==> config.mk <==
export PLATFORM = sky130hd
export DESIGN_NAME = polar_sector_occupancy_detector_core
export DESIGN_NICKNAME = d
export VERILOG_FILES = /design/src/rtl/psod_pkg.sv /design/src/rtl/psod_cfg_regs.sv /design/src/rtl/psod_point_classify.sv /design/src/rtl/psod_sector_update.sv /design/src/rtl/polar_sector_occupancy_detector_core.sv
export SDC_FILE = /design/constraint.sdc
export NUM_CORES = 1
export LEC_CHECK = 0
export ABC_CLOCK_PERIOD_IN_PS = 7800
export BUFFER_PORTS_ARGS = -buffer_cell sky130_fd_sc_hd__buf_2
export CORE_ASPECT_RATIO = 0.8
export CORE_MARGIN = 3
export CORE_UTILIZATION = 46
export CTS_BUF_LIST = sky130_fd_sc_hd__clkbuf_8
export DETAILED_ROUTE_END_ITERATION = 6
export PLACE_DENSITY = 0.64
export SLEW_MARGIN = 20
export SYNTH_ARGS = -nofsm -noshare
export SYNTH_HDL_FRONTEND = slang
export SYNTH_HIERARCHICAL = 1
export SYNTH_SLANG_ARGS = --single-unit
==> constraint.sdc <==
create_clock -name clk_i -period 7.8 [get_ports clk_i]
set_input_delay 1.17 -clock clk_i [delete_from_list [all_inputs] [get_ports clk_i]]
set_output_delay 1.17 -clock clk_i [all_outputs]
set_load 0.1 [all_outputs]
==> src/rtl/psod_pkg.sv <==
`timescale 1ns / 1ps
// ----------------------------------------------------------------------------
// psod_pkg
// Shared widths, reset values, register indexes and types for the polar
// sector occupancy detector.
// ----------------------------------------------------------------------------
package psod_pkg;

  // Field widths
  localparam int unsigned ANGLE_W    = 16;
  localparam int unsigned DIST_W     = 32;
  localparam int unsigned THR_W      = 8;
  localparam int unsigned CNT_W      = 8;
  localparam int unsigned MASK_W     = 48;

  // Sector store: sized for the largest sector count
  localparam int unsigned MAX_SECTORS = 48;
  localparam int unsigned SEC_W       = $clog2(MAX_SECTORS);

  // Configuration port
  localparam int unsigned CFG_IDX_W  = 2;
  localparam int unsigned CFG_DATA_W = 32;

  // Register reset values
  localparam logic [DIST_W-1:0] WINDOW_MIN_RST = DIST_W'(1600);
  localparam logic [DIST_W-1:0] WINDOW_MAX_RST = DIST_W'(2000);
  localparam logic [THR_W-1:0]  MATCH_THR_RST  = THR_W'(4);

  // Register indexes
  typedef enum logic [CFG_IDX_W-1:0] {
    REG_WINDOW_MIN = 2'd0,
    REG_WINDOW_MAX = 2'd1,
    REG_MATCH_THR  = 2'd2
  } cfg_reg_e;

  // Classified point handed to the sector update stage
  typedef struct packed {
    logic [SEC_W-1:0] sector;
    logic             hit;
    logic             last;
  } point_t;

endpackage

==> src/rtl/psod_cfg_regs.sv <==
`timescale 1ns / 1ps
// ----------------------------------------------------------------------------
// psod_cfg_regs
// Distance window and match threshold registers behind a plain write port.
// ----------------------------------------------------------------------------
module psod_cfg_regs (
  input  logic                               clk_i,
  input  logic                               rst_ni,
  input  logic                               cfg_we_i,
  input  logic [psod_pkg::CFG_IDX_W-1:0]     cfg_idx_i,
  input  logic [psod_pkg::CFG_DATA_W-1:0]    cfg_wdata_i,
  output logic [psod_pkg::DIST_W-1:0]        window_min_o,
  output logic [psod_pkg::DIST_W-1:0]        window_max_o,
  output logic [psod_pkg::THR_W-1:0]         match_thr_o
);

  logic [psod_pkg::DIST_W-1:0] win_min_q, win_min_d;
  logic [psod_pkg::DIST_W-1:0] win_max_q, win_max_d;
  logic [psod_pkg::THR_W-1:0]  thr_q, thr_d;

  // Decode writes; unknown indexes are dropped
  always_comb begin
    win_min_d = win_min_q;
    win_max_d = win_max_q;
    thr_d     = thr_q;
    if (cfg_we_i) begin
      case (psod_pkg::cfg_reg_e'(cfg_idx_i))
        psod_pkg::REG_WINDOW_MIN: win_min_d = cfg_wdata_i[psod_pkg::DIST_W-1:0];
        psod_pkg::REG_WINDOW_MAX: win_max_d = cfg_wdata_i[psod_pkg::DIST_W-1:0];
        psod_pkg::REG_MATCH_THR:  thr_d     = cfg_wdata_i[psod_pkg::THR_W-1:0];
        default: ;
      endcase
    end
  end

  always_ff @(posedge clk_i or negedge rst_ni) begin
    if (!rst_ni) begin
      win_min_q <= psod_pkg::WINDOW_MIN_RST;
      win_max_q <= psod_pkg::WINDOW_MAX_RST;
      thr_q     <= psod_pkg::MATCH_THR_RST;
    end else begin
      win_min_q <= win_min_d;
      win_max_q <= win_max_d;
      thr_q     <= thr_d;
    end
  end

  assign window_min_o = win_min_q;
  assign window_max_o = win_max_q;
  assign match_thr_o  = thr_q;

endmodule

==> src/rtl/psod_point_classify.sv <==
`timescale 1ns / 1ps
// ----------------------------------------------------------------------------
// psod_point_classify
// Maps a point's angle to its sector and checks its distance against the
// half-open window.
// ----------------------------------------------------------------------------
module psod_point_classify #(
  parameter int unsigned SECTORS = psod_pkg::MAX_SECTORS
) (
  input  logic [psod_pkg::ANGLE_W-1:0] angle_raw_i,
  input  logic [psod_pkg::DIST_W-1:0]  distance_q2_i,
  input  logic                         last_point_i,
  input  logic [psod_pkg::DIST_W-1:0]  window_min_i,
  input  logic [psod_pkg::DIST_W-1:0]  window_max_i,
  output psod_pkg::point_t             point_o
);

  localparam int unsigned ProdW = psod_pkg::ANGLE_W + psod_pkg::SEC_W;

  logic [psod_pkg::SEC_W-1:0] sectors_c;
  logic [ProdW-1:0]           angle_prod;

  assign sectors_c = psod_pkg::SEC_W'(SECTORS);

  // Sector = angle * SECTORS >> 16, always below SECTORS
  assign angle_prod = ProdW'(angle_raw_i) * ProdW'(sectors_c);

  always_comb begin
    point_o.sector = angle_prod[ProdW-1:psod_pkg::ANGLE_W];
    // zero distance is an invalid sample
    point_o.hit    = (distance_q2_i != '0) &&
                     (distance_q2_i >= window_min_i) &&
                     (distance_q2_i <  window_max_i);
    point_o.last   = last_point_i;
  end

endmodule

==> src/rtl/psod_sector_update.sv <==
`timescale 1ns / 1ps
// ----------------------------------------------------------------------------
// psod_sector_update
// Per-sector counter memory with read-modify-write, entry valid bits for the
// end-of-scan clear, detected flags and the mask of a finished scan.
// ----------------------------------------------------------------------------
module psod_sector_update (
  input  logic                         clk_i,
  input  logic                         rst_ni,
  input  logic                         in_fire_i,
  input  psod_pkg::point_t             point_i,
  input  logic [psod_pkg::THR_W-1:0]   match_thr_i,
  input  logic                         out_free_i,
  output logic                         in_ready_o,
  output logic                         emit_o,
  output logic [psod_pkg::MASK_W-1:0]  mask_o
);

  localparam int unsigned Depth = psod_pkg::MAX_SECTORS;
  localparam int unsigned CntW  = psod_pkg::CNT_W;

  // Counter memory with a registered read
  logic [CntW-1:0] cnt_mem [Depth];
  logic [CntW-1:0] rd_q;

  // Stage 1 holds the point whose counter is being updated
  logic             s1_valid_q, s1_valid_d;
  psod_pkg::point_t s1_q;
  logic             s1_fire;

  // Write-to-read bypass for back-to-back hits on the same sector
  logic            byp_q, byp_d;
  logic [CntW-1:0] byp_data_q;

  logic [Depth-1:0] ent_valid_q, ent_valid_d;
  logic [Depth-1:0] det_q, det_d;

  logic [CntW-1:0] cnt_cur, cnt_new;
  logic [CntW:0]   cap;
  logic            now_det;
  logic            wr_en;
  logic [Depth-1:0] sec_bit;

  assign s1_fire    = s1_valid_q && (!s1_q.last || out_free_i);
  assign in_ready_o = !s1_valid_q || s1_fire;
  assign wr_en      = s1_fire && s1_q.hit;
  assign sec_bit    = Depth'(1) << s1_q.sector;

  // Counter update: saturate at threshold + 1, capped at the counter range
  always_comb begin
    if (byp_q) begin
      cnt_cur = byp_data_q;
    end else if (ent_valid_q[s1_q.sector]) begin
      cnt_cur = rd_q;
    end else begin
      cnt_cur = '0;
    end
    if (match_thr_i == {psod_pkg::THR_W{1'b1}}) begin
      cap = (CntW+1)'({CntW{1'b1}});
    end else begin
      cap = (CntW+1)'(match_thr_i) + (CntW+1)'(1);
    end
    if ((CntW+1)'(cnt_cur) < cap) begin
      cnt_new = cnt_cur + CntW'(1);
    end else begin
      cnt_new = cnt_cur;
    end
    now_det = s1_q.hit && (cnt_new > CntW'(match_thr_i));
  end

  // Flags, valid bits and stage control
  always_comb begin
    ent_valid_d = ent_valid_q;
    det_d       = det_q;
    if (s1_fire) begin
      if (s1_q.last) begin
        ent_valid_d = '0;
        det_d       = '0;
      end else begin
        if (wr_en)   ent_valid_d = ent_valid_q | sec_bit;
        if (now_det) det_d       = det_q | sec_bit;
      end
    end
    if (in_fire_i) begin
      s1_valid_d = 1'b1;
    end else if (s1_fire) begin
      s1_valid_d = 1'b0;
    end else begin
      s1_valid_d = s1_valid_q;
    end
    byp_d = wr_en && !s1_q.last && (point_i.sector == s1_q.sector);
  end

  // Finished scan: flags so far plus this point's own detection
  assign emit_o = s1_fire && s1_q.last;
  assign mask_o = psod_pkg::MASK_W'(now_det ? (det_q | sec_bit) : det_q);

  always_ff @(posedge clk_i or negedge rst_ni) begin
    if (!rst_ni) begin
      s1_valid_q  <= 1'b0;
      ent_valid_q <= '0;
      det_q       <= '0;
      byp_q       <= 1'b0;
    end else begin
      s1_valid_q  <= s1_valid_d;
      ent_valid_q <= ent_valid_d;
      det_q       <= det_d;
      if (in_fire_i) byp_q <= byp_d;
    end
  end

  // Stage 1 payload
  always_ff @(posedge clk_i) begin
    if (in_fire_i) begin
      s1_q       <= point_i;
      byp_data_q <= cnt_new;
    end
  end

  // Memory write and registered read
  always_ff @(posedge clk_i) begin
    if (wr_en) cnt_mem[s1_q.sector] <= cnt_new;
    if (in_fire_i) rd_q <= cnt_mem[point_i.sector];
  end

endmodule

==> src/rtl/polar_sector_occupancy_detector_core.sv <==
`timescale 1ns / 1ps
// ----------------------------------------------------------------------------
// polar_sector_occupancy_detector_core
// Counts range-scanner points per angular sector inside a distance window
// and reports the detected sectors at the end of each scan.
// ----------------------------------------------------------------------------
// The block takes one point word per clock cycle, unless a last point waits
// on a full output register, and keeps doing so with hits on the same
// sector in consecutive cycles: each point is classified on entry, then its
// sector counter is read from a 48-entry memory and written back from stage
// 1, with a bypass covering a hit on the same sector in the next word. A
// point flagged tlast produces one mask word via the output register; the
// point is held only while a previous mask word still sits in the output
// register unaccepted. Counters and flags clear at once after each last point, so no sweep follows reset or a scan.
// ----------------------------------------------------------------------------
module polar_sector_occupancy_detector_core #(
  parameter int unsigned SECTORS = psod_pkg::MAX_SECTORS
) (
  input  logic                              clk_i,
  input  logic                              rst_ni,
  // Configuration write port
  input  logic                              cfg_we_i,
  input  logic [psod_pkg::CFG_IDX_W-1:0]    cfg_idx_i,
  input  logic [psod_pkg::CFG_DATA_W-1:0]   cfg_wdata_i,
  // Point stream
  input  logic                              s_axis_tvalid,
  output logic                              s_axis_tready,
  input  logic [47:0]                       s_axis_tdata,  // angle_raw[15:0], distance_q2[47:16]
  input  logic                              s_axis_tlast,  // last_point
  // Mask stream
  output logic                              m_axis_tvalid,
  input  logic                              m_axis_tready,
  output logic [psod_pkg::MASK_W-1:0]       m_axis_tdata   // detected_mask[47:0]
);

  logic [psod_pkg::DIST_W-1:0] window_min, window_max;
  logic [psod_pkg::THR_W-1:0]  match_thr;
  psod_pkg::point_t            point;
  logic                        in_fire;
  logic                        out_free;
  logic                        emit;
  logic [psod_pkg::MASK_W-1:0] mask;

  logic                        out_valid_q, out_valid_d;
  logic [psod_pkg::MASK_W-1:0] out_mask_q;

  psod_cfg_regs u_cfg (
    .clk_i        (clk_i),
    .rst_ni       (rst_ni),
    .cfg_we_i     (cfg_we_i),
    .cfg_idx_i    (cfg_idx_i),
    .cfg_wdata_i  (cfg_wdata_i),
    .window_min_o (window_min),
    .window_max_o (window_max),
    .match_thr_o  (match_thr)
  );

  psod_point_classify #(
    .SECTORS (SECTORS)
  ) u_classify (
    .angle_raw_i   (s_axis_tdata[psod_pkg::ANGLE_W-1:0]),
    .distance_q2_i (s_axis_tdata[psod_pkg::ANGLE_W +: psod_pkg::DIST_W]),
    .last_point_i  (s_axis_tlast),
    .window_min_i  (window_min),
    .window_max_i  (window_max),
    .point_o       (point)
  );

  assign in_fire  = s_axis_tvalid && s_axis_tready;
  assign out_free = !out_valid_q || m_axis_tready;

  psod_sector_update u_update (
    .clk_i       (clk_i),
    .rst_ni      (rst_ni),
    .in_fire_i   (in_fire),
    .point_i     (point),
    .match_thr_i (match_thr),
    .out_free_i  (out_free),
    .in_ready_o  (s_axis_tready),
    .emit_o      (emit),
    .mask_o      (mask)
  );

  // Output register
  always_comb begin
    if (emit) begin
      out_valid_d = 1'b1;
    end else if (m_axis_tready) begin
      out_valid_d = 1'b0;
    end else begin
      out_valid_d = out_valid_q;
    end
  end

  always_ff @(posedge clk_i or negedge rst_ni) begin
    if (!rst_ni) begin
      out_valid_q <= 1'b0;
    end else begin
      out_valid_q <= out_valid_d;
    end
  end

  always_ff @(posedge clk_i) begin
    if (emit) out_mask_q <= mask;
  end

  assign m_axis_tvalid = out_valid_q;
  assign m_axis_tdata  = out_mask_q;

endmodule
Word level (Yosys, flattened, before mapping) --
Memory sizes are Yosys's and may differ from the RTL's. A register that Yosys moved wholly into a read port is not among the register bits. Index checks and enable logic that the tools add are counted.
Cells by class: add/sub/neg operators 2, $mul 1, order comparisons 5, equality and inequality tests 4, shift operators 1, mux-type cells 16, bitwise gates (word level) 2, reduce and logical (&&, ||, !) cells 24
Operators with widths (number):
- $mux 48 | 4
- $or 48x48->48 | 2
- $shl 1x6->48 const A | 1
- $ge 32x32->1 | 1
- $lt 32x32->1 | 1
- $reduce_bool 32->1 | 1
- $mux 8 | 3
- $mul 16x2->18 const B | 1
- $add 8x1->9 const B | 1
- $logic_and 1x1->1 | 9
- $lt 8x9->1 | 1
- $mux 9 | 1
- $add 8x1->8 const B | 1
- $eq 8x8->1 const B | 1
- $gt 8x8->1 | 1
- $reduce_and 2->1 | 4
- $lt 6x7->1 const B | 1
- $mux 1 | 7
- $bmux 1 s6 | 1
- $eq 6x6->1 | 1
- $reduce_bool 2->1 | 3
- $logic_not 1->1 | 3
- $logic_or 1x1->1 | 3
- $eq 2x1->1 const B | 1
- other kinds (2) | 2
Storage, ports and cells: register bits after elaboration 235, bits in writable memories 384, bits of input ports 88, output and inout port bits 50, word-level logic and storage cells 69, memories kept 1
Memory list:
- u_update.cnt_mem | depth 48, bits a word 8, read ports 1, clocked after memory_dff 1, wr ports 1, line psod_sector_update.sv:23 | logic [CntW-1:0] cnt_mem [Depth];

Longest topological paths before layout --
Gate-level depths: netlist (run 1).
depth after elaboration 10, gate-level depth with buffers 29, depth with buffers taken out 24

Hierarchy --
Netlist (run 1), hierarchy kept.
Modules (own cells, without submodules):
- psod_sector_update | times used 1, cells an instance 1285, area each 21076.5 um2, sequential area each 14704.1 um2
- psod_cfg_regs | times used 1, cells an instance 153, area each 2726.4 um2, sequential area each 1814.2 um2
- psod_point_classify | times used 1, cells an instance 283, area each 2062.0 um2, sequential area each 0.0 um2
- polar_sector_occupancy_detector_core | times used 1, cells an instance 52, area each 1495.2 um2, sequential area each 1466.4 um2

Worst setup path before layout (run 1) --
OpenSTA, ideal clock, no wires.
kind reg-to-reg, start point register u_update/s1_q[2] (netlist name), end point register u_update.det_q[27], library setup time 0.132 ns, data arrival time 6.573 ns, required time 7.668 ns, path slack 1.095 ns, cell stages (with the launch flop) 29, buffers on the path 5, period minus slack after synthesis 6.705 ns, cell sequence edfxtp_1 -> buf_6 -> or3_4 -> buf_6 -> nor2_4 -> o311ai_2 -> nor4_4 -> nor2_1 -> a22o_1 -> ha_1 -> a21o_1 -> a21oi_1 -> o21ai_0 -> a31oi_1 -> o41a_1 -> buf_6 -> nand3_1 -> xnor2_1 -> ha_1 -> a21oi_1 -> nor2b_1 -> o21ai_0 -> nand2b_1 -> o221a_2 -> and3_1 -> clkbuf_1 -> buf_1 -> a21oi_1 -> nor2_1
Between the ends: word-level cells in the longest chain between the ends 10, elaborated cells on any way between the ends 13, classes of those cells add/sub (1); order compare (2); shift (1); mux (7); bitwise (1); reduce/logical (1)
RTL lines:
- from (decl) | line psod_sector_update.sv:28 | psod_pkg::point_t s1_q;
- from (signal assigned) | line psod_sector_update.sv:115 | s1_q <= point_i;
- $bmux 1 s6 (*) | line psod_sector_update.sv:53 | end else if (ent_valid_q[s1_q.sector]) begin
- $mux 1 (not written as such) (*) | line psod_sector_update.sv:53
- $mux 8 (*) | line psod_sector_update.sv:53
- $mux 8 (*) | line psod_sector_update.sv:51 | if (byp_q) begin
- $add 8x1->8 / $lt 8x9->1 (equally long branches) | line psod_sector_update.sv:64, psod_sector_update.sv:63
- $mux 8 (*) | line psod_sector_update.sv:63 | if ((CntW+1)'(cnt_cur) < cap) begin
- net u_update.cnt_new[5] | line psod_sector_update.sv:38 | logic [CntW-1:0] cnt_cur, cnt_new;
- $gt 8x8->1 (*) | line psod_sector_update.sv:68 | now_det = s1_q.hit && (cnt_new > CntW'(match_thr_i));
- $logic_and 1x1->1 (*) | line psod_sector_update.sv:68
- $mux 48 (*)
- $mux 48 (*) | line psod_sector_update.sv:76 | if (s1_q.last) begin
- to (signal assigned) | line psod_sector_update.sv:107 | det_q <= det_d;
- to (decl) | line psod_sector_update.sv:36 | logic [Depth-1:0] det_q, det_d;
Mark *: on every way through the listed nets, which the timed path passes. The rest lies on a longest branch. The select of a mux whose other input is x is not followed. A chain may end at the register's enable or synchronous reset.

Final worst setup path (run 1) --
start point register u_update/s1_q[2] (netlist name), end point register u_update.det_q[20]
Same word-level chain as after synthesis.

==> results of run 1 <==
state kept, by name, summed over array words and instances, names as in the netlist:
signal	count
u_update/byp_q	1
u_update/cnt_mem	384
u_update/s1_q	8
m_axis_tvalid	1
u_update/ent_valid_q	48
u_update/rd_q	8
u_cfg/window_max_o	32
u_update/byp_data_q	8
u_update/det_q	48
u_update/s1_valid_q	1
u_cfg/match_thr_o	8
m_axis_tdata	48
u_cfg/window_min_o	32
per-stage QoR:
stage	power [mW]	setup WS (ns)	cells	hold slack [ns]	utilization (%)
finish	8.115	0.6598	2828	0.4937	53.19
global route	8.509	0.1627	2827	0.5172	53.18
CTS	8.200	0.4411	2824	0.4995	53.12
detailed placement	5.624	0.4899	2654	0.4842	50.03
global placement	5.571	0.7422	2653	0.4745	49.97
floorplan	5.097	1.095	1773	0.4549	-
cells in the final DEF (no fill, tap or decap), types with 59 or more instances in the layout:
cell type,netlist,final
sky130_fd_sc_hd__clkbuf_8,0,106
sky130_fd_sc_hd__a21oi_1,128,128
sky130_fd_sc_hd__buf_2,14,136
sky130_fd_sc_hd__inv_1,76,106
sky130_fd_sc_hd__ha_1,96,96
sky130_fd_sc_hd__nor2_1,171,170
sky130_fd_sc_hd__mux2_2,71,71
sky130_fd_sc_hd__mux4_2,120,120
sky130_fd_sc_hd__dfrtp_1,161,161
sky130_fd_sc_hd__edfxtp_1,456,456
sky130_fd_sc_hd__a21o_1,59,59
sky130_fd_sc_hd__buf_4,3,73
power by group:
group / total, mW / leakage [nW] / switching, mW / internal [mW]
logic: 1.60 / 4.99 / 0.982 / 0.614
clock network: 2.56 / 1.04 / 1.28 / 1.28
registers: 3.96 / 6.44 / 0.0843 / 3.87
final timing paths:
kind / slack (ns) / cells after the start / startpoint / endpoint
worst max-delay path: 0.66 / 25 / u_update/s1_q[2] / u_update/det_q[20]
worst min-delay path: 0.49 / 2 / u_update/det_q[25] / u_update/det_q[25]
worst max register to register: 0.66 / 25 / u_update/s1_q[2] / u_update/det_q[20]
worst min register to register: 0.49 / 2 / u_update/det_q[25] / u_update/det_q[25]
max in group asynchronous: 5.79 / 2 / rst_ni / u_update/ent_valid_q[27]
min in group asynchronous: 0.57 / 1 / rst_ni / u_cfg/window_max_o[19]
cell type report:
| class | count | area (sq um) |
|---|---|---|
| multi-input cells | 970 | 8766 |
| diodes | 2 | 5.005 |
| flip-flops and latches | 627 | 17980 |
| fillers | 4770 | 27390 |
| inverters | 76 | 285.3 |
| clock buffers | 105 | 1445 |
| well taps | 769 | 962.2 |
| clock inverters | 65 | 362.8 |
| repair buffers | 214 | 1313 |
logic make-up (layout without fill, tap and decap cells):
| logic type | Yosys count | in the layout | share of synthesized area [%] |
|---|---|---|---|
| AO/OA/AOI/OAI | 266 | 266 | 5.982 |
| XOR/XNOR | 23 | 23 | 0.7363 |
| adder cells (fa/ha/maj) | 96 | 96 | 4.390 |
| AND/OR/NAND/NOR | 365 | 365 | 6.476 |
| buffers and inverters | 176 | 460 | 2.794 |
| multiplexers | 220 | 220 | 13.89 |
| other | 0 | 2 | 0 |
| flip-flops | 627 | 627 | 65.73 |
worst max-delay path, stage by stage (launching register included):
cell	delay, ns
sky130_fd_sc_hd__edfxtp_1	0.66
sky130_fd_sc_hd__or3_4	0.62
sky130_fd_sc_hd__o22ai_1	0.26
sky130_fd_sc_hd__nor3_1	0.14
sky130_fd_sc_hd__nor4_4	0.56
sky130_fd_sc_hd__nor2_1	0.22
sky130_fd_sc_hd__a22o_1	0.31
sky130_fd_sc_hd__ha_1	0.30
sky130_fd_sc_hd__a21o_1	0.16
sky130_fd_sc_hd__a21oi_1	0.13
sky130_fd_sc_hd__o21ai_0	0.10
sky130_fd_sc_hd__a31oi_1	0.19
sky130_fd_sc_hd__o41a_1	0.17
sky130_fd_sc_hd__buf_4	0.19
sky130_fd_sc_hd__mux2_4	0.52
sky130_fd_sc_hd__ha_1	0.38
sky130_fd_sc_hd__nor2b_1	0.14
sky130_fd_sc_hd__o21a_1	0.11
sky130_fd_sc_hd__o21ai_0	0.07
sky130_fd_sc_hd__a21oi_1	0.15
sky130_fd_sc_hd__o221a_2	0.19
sky130_fd_sc_hd__buf_4	0.45
sky130_fd_sc_hd__and3_1	0.24
sky130_fd_sc_hd__buf_4	0.44
sky130_fd_sc_hd__a21oi_1	0.17
sky130_fd_sc_hd__nor2_1	0.13
per-layer routing:
| layer | wire [um] | up-vias | global-route usage, % |
|---|---|---|---|
| met5 | 0 | - | 0 |
| li1 | - | 7191 | - |
| met4 | 1305 | 0 | 5.707 |
| met1 | 29000 | 8251 | 30.24 |
| met2 | 28070 | 514 | 30.20 |
| met3 | 3773 | 94 | 4.001 |
==> results.md, run 1 <==
* Outcome: finished, final reports clean
* Num rows at ~80
* # hold bufs at CTS at 0
* Clock tree from TritonCTS: yes
* Critical path start-end classification: flip-flop to flip-flop
* Floorplan die width at around 280 um
* Total of max-cap violations at 0
* Total Die Area at 0.06246 sq mm
* Number of levels the H-tree was split into at 3
* Vias in the first global route at 16474
* Remaining DRCs at 0
* Number of slew-limit violations in the final report at 0
* Hold violation total from the final report at 0
* Worst min path class: flip-flop to flip-flop
* Total non-filler cell area in the finished layout at 0.03112 sq mm
* Synthesized Nets at 1957
* Primary flip-flop cell chosen by synthesis mapping: sky130_fd_sc_hd__edfxtp_1
* Leakage dissipation at between 10 and 15 nW
* Share of post-route cells with drive strength above 1 at between 20 and 30%
* Area share of the leading cell type in the synthesized netlist at 50.05%
* Number of search-and-repair iterations in the first detailed-routing pass at 7
* Power density normalized to cell area at 260.7 mW/mm^2
* Aggregate global routing overflow at 0
* Warnings from Yosys at 6
* Fin crit share at roughly nine tenths
* Tightest slew margin relative to the limit at about 31%
* Largest cells by area after synthesis: sky130_fd_sc_hd__edfxtp_1, sky130_fd_sc_hd__dfrtp_1, sky130_fd_sc_hd__mux4_2, sky130_fd_sc_hd__ha_1, sky130_fd_sc_hd__mux2_2
* Final GP Congestion at 0.8319
* Measured slew at the worst slew-check pin at 1.026 ns
* Data required time at the worst endpoint at ~8.4 ns
* Final routed wirelength across all metal layers at 62150 um
* Vias per std cell at 5.675
* Latest clock arrival within the worst-skew pair at 0.70 ns
* RSZ-0062 raised after global routing: false
* Vert. Die Dim at 224.1 um
* Clk sink count at 627
* Global-route wire length before repair at between 90000 and 100000 um
* Total placed instance area at 0.02927 sq mm
* Asr flop ratio synth at between 20% and 30%
* Cell with the most instances after synthesis: sky130_fd_sc_hd__edfxtp_1
* Post-synthesis average cell area at 15.43 sq um
* Timing-limited maximum frequency at ~140 MHz
* CTS Buffer Depth at 3
* Synth-to-Final Area Change at 13.76%
* Dominant cell type by area after synthesis: sky130_fd_sc_hd__edfxtp_1
* Vias post-DR at 16050
* Worst vdd rail ir drop at 0.0001539 V
* WL per Instance at 21.97 um
* Cell Area, Synth at 0.02736 sq mm
* Top post-synthesis cells by count: sky130_fd_sc_hd__edfxtp_1, sky130_fd_sc_hd__nor2_1, sky130_fd_sc_hd__dfrtp_1
* Setup Fix Bufs, Post-CTS at 0
* Iter 0 DRT Violations at 1501
* Final clock skew at 0.03990 ns
* Crit path capture type: flip-flop
* Worst Path Max Fanout at 50
* Shortest period the worst path allows at a little over 7 ns
* Routed Antenna Nets at 0
* Worst EP arrival at 7.74 ns
* IO Port Bufs at 137
* Number of synthesized flops with an enable pin at 456
* Reg clk slew, reported paths at 0.07 ns
* Core area at just under 0.06 sq mm
* Post-synthesis sequential area ratio at approximately 66%
* GRT Overall Usage at ~20%
* Post-cts resize count at 0
* Number of buffers inserted during clock tree synthesis at 94
* Post-Route Setup TNS at 0 ns
* Number of nets in the final layout at ~2200
* Flip-flop and latch count after synthesis at 627
* Number of ports placed on the die boundary at 138
* Detail Placement HPWL at 40410 um
* Critical path launch point type: flip-flop
* Pin count of the biggest net entering global routing at 110
* Unique cell type count in the Yosys netlist at 75
* Initial core utilization at ~47%
* Number of antenna violations at the first check in global routing at 2
* Number of failing setup endpoints in the final timing report at 0
* Synthesized instance count at 1773
* Buffer type at the clock tree root: sky130_fd_sc_hd__clkbuf_8
No activity file was read; power rests on OpenSTA's default activity.
==> run 2: changes to the inputs <==
--- a/config.mk
+++ b/config.mk
@@ -10,9 +10,8 @@
 export CORE_ASPECT_RATIO = 0.8
 export CORE_MARGIN = 3
 export CORE_UTILIZATION = 46
-export CTS_BUF_LIST = sky130_fd_sc_hd__clkbuf_8
 export DETAILED_ROUTE_END_ITERATION = 6
-export PLACE_DENSITY = 0.64
+export PLACE_DENSITY = 0.71
 export SLEW_MARGIN = 20
 export SYNTH_ARGS = -nofsm -noshare
 export SYNTH_HDL_FRONTEND = slang
==> results.md, run 2 (same netlist as run 1, synthesis figures left out) <==
* Sequential fraction of design power at 47.0%
* Count of fill cells added during filler insertion at 4635
* Number of levels the H-tree was split into at 2
* Total placed instance area at around 0.029 sq mm
* Aggregate global routing overflow at 0
* Part of the power in combinational logic at 19.1%
* Number of ports placed on the die boundary at 138
* Vias in the first global route at about 16000
* Outcome: finished, violations left
* Number of slew-limit violations in the final report at 0
* Latest clock arrival within the worst-skew pair at about 0.62 ns
* Data required time at the worst endpoint at 8.34 ns
* Final clock skew at roughly 0.052 ns
* Internal portion of total power at ~6 mW
* GRT Overall Usage at 19.46%
* Timing-limited maximum frequency at 139.6 MHz
* Synth-to-Final Area Change at 13.99%
* WHS at between 0.4 and 0.5 ns
* Storage cell area at 0.01798 sq mm
* Hold violation total from the final report at 0
* Crit path capture type: flip-flop
* IO Port Bufs at 137
* # hold bufs at CTS at 0
* Most common library cell in the layout ignoring fill and taps: sky130_fd_sc_hd__edfxtp_1
* Core area at 0.05852 sq mm
* Number of nets in the final layout at around 2100
* Instance count after placement with tap cells included at 2645
* Remaining DRCs at 3
* Power spent charging and discharging nets at between 2 and 2.5 mW
* Area of combinational cells with multiple inputs at roughly 0.0088 sq mm
* Vias per std cell at between 5 and 6
* Top library cells by usage in the layout, fill and taps aside: sky130_fd_sc_hd__edfxtp_1, sky130_fd_sc_hd__nor2_1, sky130_fd_sc_hd__dfrtp_1
* Leakage dissipation at about 12 nW
* Part of the total power dissipated in the clock network at about 34%
* Initial core utilization at 46.76%
* Post-Route Setup TNS at 0 ns
* Routed Antenna Nets at 0
* Total non-filler cell area in the finished layout at 0.03119 sq mm
* Shortest period the worst path allows at around 7.2 ns
* Number of antenna violations at the first check in global routing at 3
* CTS Buffer Depth at 3
* Total Die Area at around 0.062 sq mm
* Detail Placement HPWL at 39040 um
* Final GP Congestion at 0.8971
* Post-cts resize count at 0
* Floorplan die width at 278.7 um
* Number of search-and-repair iterations in the first detailed-routing pass at 7
* Total of max-cap violations at 0
* Number of flip-flops under the largest register name at 384
* Pin count of the biggest net entering global routing at 99
* Critical path start-end classification: flip-flop to flip-flop
* Vert. Die Dim at ~220 um
* Global-route wire length before repair at 94130 um
* Switching Share at between 20% and 30%
* WL per Instance at 22.24 um
* Power density normalized to cell area at 269.6 mW/mm^2
* Measured slew at the worst slew-check pin at 1.008 ns
* Worst EP arrival at 7.71 ns
* Clk sink count at 627
* Vias post-DR at 15951
* Buffer type at the clock tree root: sky130_fd_sc_hd__clkbuf_16
* Largest register by flop count: u_update/cnt_mem
* Reg clk slew, reported paths at 0.07 ns
* Clock tree from TritonCTS: yes
* Share of post-route cells with drive strength above 1 at 26.91%
* Worst vdd rail ir drop at about 0.00019 V
* Final routed wirelength across all metal layers at 61200 um
* Number of failing setup endpoints in the final timing report at 0
* Number of buffers inserted during clock tree synthesis at 55
* Violations in the final reports: design-rule violations
* Setup Fix Bufs, Post-CTS at 0
* RSZ-0062 raised after global routing: false
* Tightest slew margin relative to the limit at 32.81%
* Finished Layout Cells at approximately 2800
* Critical path launch point type: flip-flop
* Iter 0 DRT Violations at 1724
* Worst min path class: flip-flop to flip-flop
* Worst Path Max Fanout at 50
* Num rows at 79
* Fin crit share at 91.84%
-- run 2: cell types whose count changed in the layout (fill, tap and decap cells not counted), moves of 3 or more --
cell,change
sky130_fd_sc_hd__clkbuf_1,+12
sky130_fd_sc_hd__clkinv_2,-3
sky130_fd_sc_hd__clkbuf_8,-101
sky130_fd_sc_hd__clkinv_1,-10
sky130_fd_sc_hd__clkbuf_16,+58
sky130_fd_sc_hd__inv_1,-30
sky130_fd_sc_hd__buf_4,-8
sky130_fd_sc_hd__bufinv_16,+5
-- run 2: layout make-up --
cell class / instances / area share [%]
sequential: 627 / 57.67
tap: 769 / 3.085
clock buffer: 75 / 5.019
antenna: 2 / 0.01605
timing repair buffer: 206 / 4.064
inverter: 76 / 0.9147
multi-input combinational: 970 / 28.12
clock inverter: 27 / 1.119
-- run 2: worst paths after layout --
kind,startpoint,end,slack (ns),cells after the start
setup / recovery,u_update/s1_q[3],u_update/det_q[31],0.64,26
hold / removal,u_update/det_q[23],u_update/det_q[23],0.50,2
setup reg to reg,u_update/s1_q[3],u_update/det_q[31],0.64,26
hold reg to reg,u_update/det_q[23],u_update/det_q[23],0.50,2
max in group asynchronous,rst_ni,u_update/det_q[33],5.60,2
min in group asynchronous,rst_ni,u_cfg/window_min_o[11],0.67,1
-- run 2: power by group through the flow --
stage | registers [mW] | logic (mW) | clock network, mW
floorplan | 4.08 | 1.01 | 0
global placement | 4.02 | 1.52 | 0
detailed placement | 4.03 | 1.57 | 0
CTS | 3.96 | 1.58 | 2.91
global route | 3.97 | 1.74 | 3.03
finish | 3.95 | 1.61 | 2.85
-- run 2: stage by stage --
stage               utilization [%]  setup slack, ns  power (mW)
floorplan                         -            1.095       5.097
global placement              49.88           0.8559       5.544
detailed placement            49.89           0.5966       5.599
CTS                           53.16           0.5384       8.453
global route                  53.29           0.1849       8.735
finish                        53.30           0.6361       8.409
-- run 2: metal layers --
metal  vias up  global-route usage (%)  wire [um]  part of all wire, %
li1       7096                       -          -                    -
met3        82                   3.824       5264                  8.6
met2       667                   30.28      28540                   47
met1      8106                   28.61      26110                   43
met4         0                   4.657       1279                  2.1
met5         -                       0          0                    0
-- run 2: worst max-delay path: stages (launching register included) --
cell                       delay (ns)
sky130_fd_sc_hd__edfxtp_1        0.84
sky130_fd_sc_hd__buf_4           0.31
sky130_fd_sc_hd__mux2i_1         0.26
sky130_fd_sc_hd__a22oi_1         0.14
sky130_fd_sc_hd__nand3_1         0.14
sky130_fd_sc_hd__o311ai_2        0.12
sky130_fd_sc_hd__nor4_4          0.60
sky130_fd_sc_hd__nor2_1          0.21
sky130_fd_sc_hd__a22o_1          0.31
sky130_fd_sc_hd__ha_1            0.33
sky130_fd_sc_hd__a21o_1          0.17
sky130_fd_sc_hd__a21oi_1         0.13
sky130_fd_sc_hd__o21ai_0         0.11
sky130_fd_sc_hd__a31oi_1         0.18
sky130_fd_sc_hd__o41a_1          0.21
sky130_fd_sc_hd__mux2_4          0.52
sky130_fd_sc_hd__ha_1            0.39
sky130_fd_sc_hd__nor2b_1         0.13
sky130_fd_sc_hd__o21a_1          0.11
sky130_fd_sc_hd__o21ai_0         0.07
sky130_fd_sc_hd__a21oi_1         0.15
sky130_fd_sc_hd__o221a_2         0.20
sky130_fd_sc_hd__buf_4           0.45
sky130_fd_sc_hd__and3_1          0.24
sky130_fd_sc_hd__buf_4           0.43
sky130_fd_sc_hd__a21oi_1         0.14
sky130_fd_sc_hd__nor2_1          0.12
==> run 3: changes to the inputs <==
--- a/config.mk
+++ b/config.mk
@@ -11,7 +11,7 @@
 export CORE_MARGIN = 3
 export CORE_UTILIZATION = 46
 export DETAILED_ROUTE_END_ITERATION = 6
-export PLACE_DENSITY = 0.71
+export PLACE_DENSITY_LB_ADDON = 0.25
 export SLEW_MARGIN = 20
 export SYNTH_ARGS = -nofsm -noshare
 export SYNTH_HDL_FRONTEND = slang
==> results.md, run 3 (same netlist as run 1, synthesis figures left out) <==
* Worst reg-to-reg setup slack at 0.77 ns
* Clock tree from TritonCTS: yes
* Top library cells by usage in the layout, fill and taps aside: sky130_fd_sc_hd__edfxtp_1, sky130_fd_sc_hd__nor2_1, sky130_fd_sc_hd__dfrtp_1
* Data required time at the worst endpoint at around 8.4 ns
* Post-placement setup slack at 0.6108 ns
* Global-route wire length before repair at about 96000 um
* WL per Instance at 22.30 um
* Share of post-route cells with drive strength above 1 at 27.39%
* Num rows at 79
* Total of max-cap violations at 0
* GRT Overall Usage at between 10% and 20%
* Worst vdd rail ir drop at 0.0002159 V
* Final clock skew at 0.04459 ns
* Number of search-and-repair iterations in the first detailed-routing pass at 5
* Power density normalized to cell area at 272.6 mW/mm^2
* Smallest setup slack after layout at 0.7719 ns
* Post-cts resize count at 0
* Count of fill cells added during filler insertion at 4734
* Core area at 0.05852 sq mm
* Number of flip-flops under the largest register name at approximately 380
* Worst min path class: input port to async pin
* Post-Route Setup TNS at 0 ns
* Leakage dissipation at 12.44 nW
* Routed Antenna Nets at 0
* Shortest period the worst path allows at roughly 7 ns
* Vias per std cell at ~5.7
* Worst Path Max Fanout at 50
* Number of ports placed on the die boundary at around 140
* Total placed instance area at 0.02926 sq mm
* Latest clock arrival within the worst-skew pair at 0.64 ns
* Instance count after placement with tap cells included at 2653
* Finished Layout Cells at 2771
* Vias post-DR at 15894
* Total Die Area at between 0.06 and 0.07 sq mm
* Clk sink count at 627
* Number of antenna violations at the first check in global routing at 2
* Reg clk slew, reported paths at 0.07 ns
* Total non-filler cell area in the finished layout at 0.03138 sq mm
* Outcome: finished, final reports clean
* Vert. Die Dim at around 220 um
* Number of slew-limit violations in the final report at 0
* Detail Placement HPWL at 40280 um
* Final routed wirelength across all metal layers at between 60000 and 70000 um
* R2R depth at 26
* Critical path start-end classification: flip-flop to flip-flop
* Floorplan die width at 278.7 um
* Synth-to-Final Area Change at 14.71%
* RSZ-0062 raised after global routing: false
* Power after layout at 8.555 mW
* Remaining DRCs at 0
* Measured slew at the worst slew-check pin at 1.121 ns
* Number of failing setup endpoints in the final timing report at 0
* Fin crit share at between 90% and 100%
* Final design utilization at 53.63%
* Timing-limited maximum frequency at around 140 MHz
* Critical path launch point type: flip-flop
* Initial core utilization at 46.76%
* Most common library cell in the layout ignoring fill and taps: sky130_fd_sc_hd__edfxtp_1
* Tightest slew margin relative to the limit at 25.28%
* CTS Buffer Depth at 3
* Crit path capture type: flip-flop
* Worst EP arrival at 7.58 ns
* Setup Fix Bufs, Post-CTS at 0
* Final GP Congestion at roughly 0.9
* Largest register by flop count: u_update/cnt_mem
* Iter 0 DRT Violations at 1497
* Aggregate global routing overflow at 0
* # hold bufs at CTS at 0
* Pin count of the biggest net entering global routing at 139
* Vias in the first global route at 15909
* IO Port Bufs at 137
* Number of nets in the final layout at 2133
* Number of buffers inserted during clock tree synthesis at 61
* Buffer type at the clock tree root: sky130_fd_sc_hd__clkbuf_16
* Hold violation total from the final report at 0
* Number of levels the H-tree was split into at 2
* WHS at ~0.43 ns
-- run 3: changes by cell type in the layout (fill, tap and decap cells not counted), sizes merged --
cell	delta
buf	+7
clkinv	+7
clkbuf	+2
inv	+2
bufinv	+1
clkinvlp	+1
diode	-1
-- run 3: cell type report --
class | instances | area [sq um] | share of cell area (%)
clock inverter | 38 | 420.4 | 1.340
clock buffer | 77 | 1658 | 5.282
inverter | 76 | 285.3 | 0.9090
sequential | 627 | 17980 | 57.31
antenna | 1 | 2.502 | 0.007974
timing repair buffer | 213 | 1319 | 4.202
multi-input combinational | 970 | 8752 | 27.89
tap | 769 | 962.2 | 3.066
-- run 3: routing by layer --
layer | routed length, um | vias up | track usage (%)
met5 | 10 | - | 0
met4 | 1301 | 2 | 5.521
met3 | 4280 | 100 | 3.522
met2 | 27730 | 533 | 29.61
met1 | 28460 | 8141 | 30.62
li1 | - | 7118 | -
-- run 3: critical path, cell delays in order (launching register included) --
cell	delay, ns
sky130_fd_sc_hd__edfxtp_1	0.62
sky130_fd_sc_hd__buf_8	0.27
sky130_fd_sc_hd__or3_4	0.49
sky130_fd_sc_hd__nor2_4	0.12
sky130_fd_sc_hd__o311ai_2	0.13
sky130_fd_sc_hd__nor4_4	0.60
sky130_fd_sc_hd__nor2_1	0.20
sky130_fd_sc_hd__a22o_1	0.31
sky130_fd_sc_hd__ha_1	0.30
sky130_fd_sc_hd__a21o_1	0.16
sky130_fd_sc_hd__a21oi_1	0.14
sky130_fd_sc_hd__o21ai_0	0.11
sky130_fd_sc_hd__a31oi_1	0.18
sky130_fd_sc_hd__o41a_1	0.16
sky130_fd_sc_hd__buf_4	0.20
sky130_fd_sc_hd__mux2_4	0.50
sky130_fd_sc_hd__ha_1	0.37
sky130_fd_sc_hd__nor2b_1	0.13
sky130_fd_sc_hd__o21a_1	0.11
sky130_fd_sc_hd__o21ai_0	0.07
sky130_fd_sc_hd__a21oi_1	0.16
sky130_fd_sc_hd__o221a_2	0.20
sky130_fd_sc_hd__buf_4	0.44
sky130_fd_sc_hd__and3_1	0.24
sky130_fd_sc_hd__buf_4	0.42
sky130_fd_sc_hd__a21oi_1	0.15
sky130_fd_sc_hd__nor2_1	0.12
-- run 3: final timing paths --
check | from | end
worst max-delay path | u_update/s1_q[3] | u_update/det_q[42]
worst min-delay path | rst_ni | u_cfg/window_max_o[13]
worst max register to register | u_update/s1_q[3] | u_update/det_q[42]
worst min register to register | u_update/det_q[22] | u_update/det_q[22]
max in group asynchronous | rst_ni | u_update/det_q[39]
min in group clk_i | u_update/det_q[22] | u_update/det_q[22]
-- run 3: where the power goes --
part           switching [mW]  internal, mW
clock network            1.27          1.75
registers              0.0849          3.87
logic                   0.974         0.608
total                    2.33          6.23
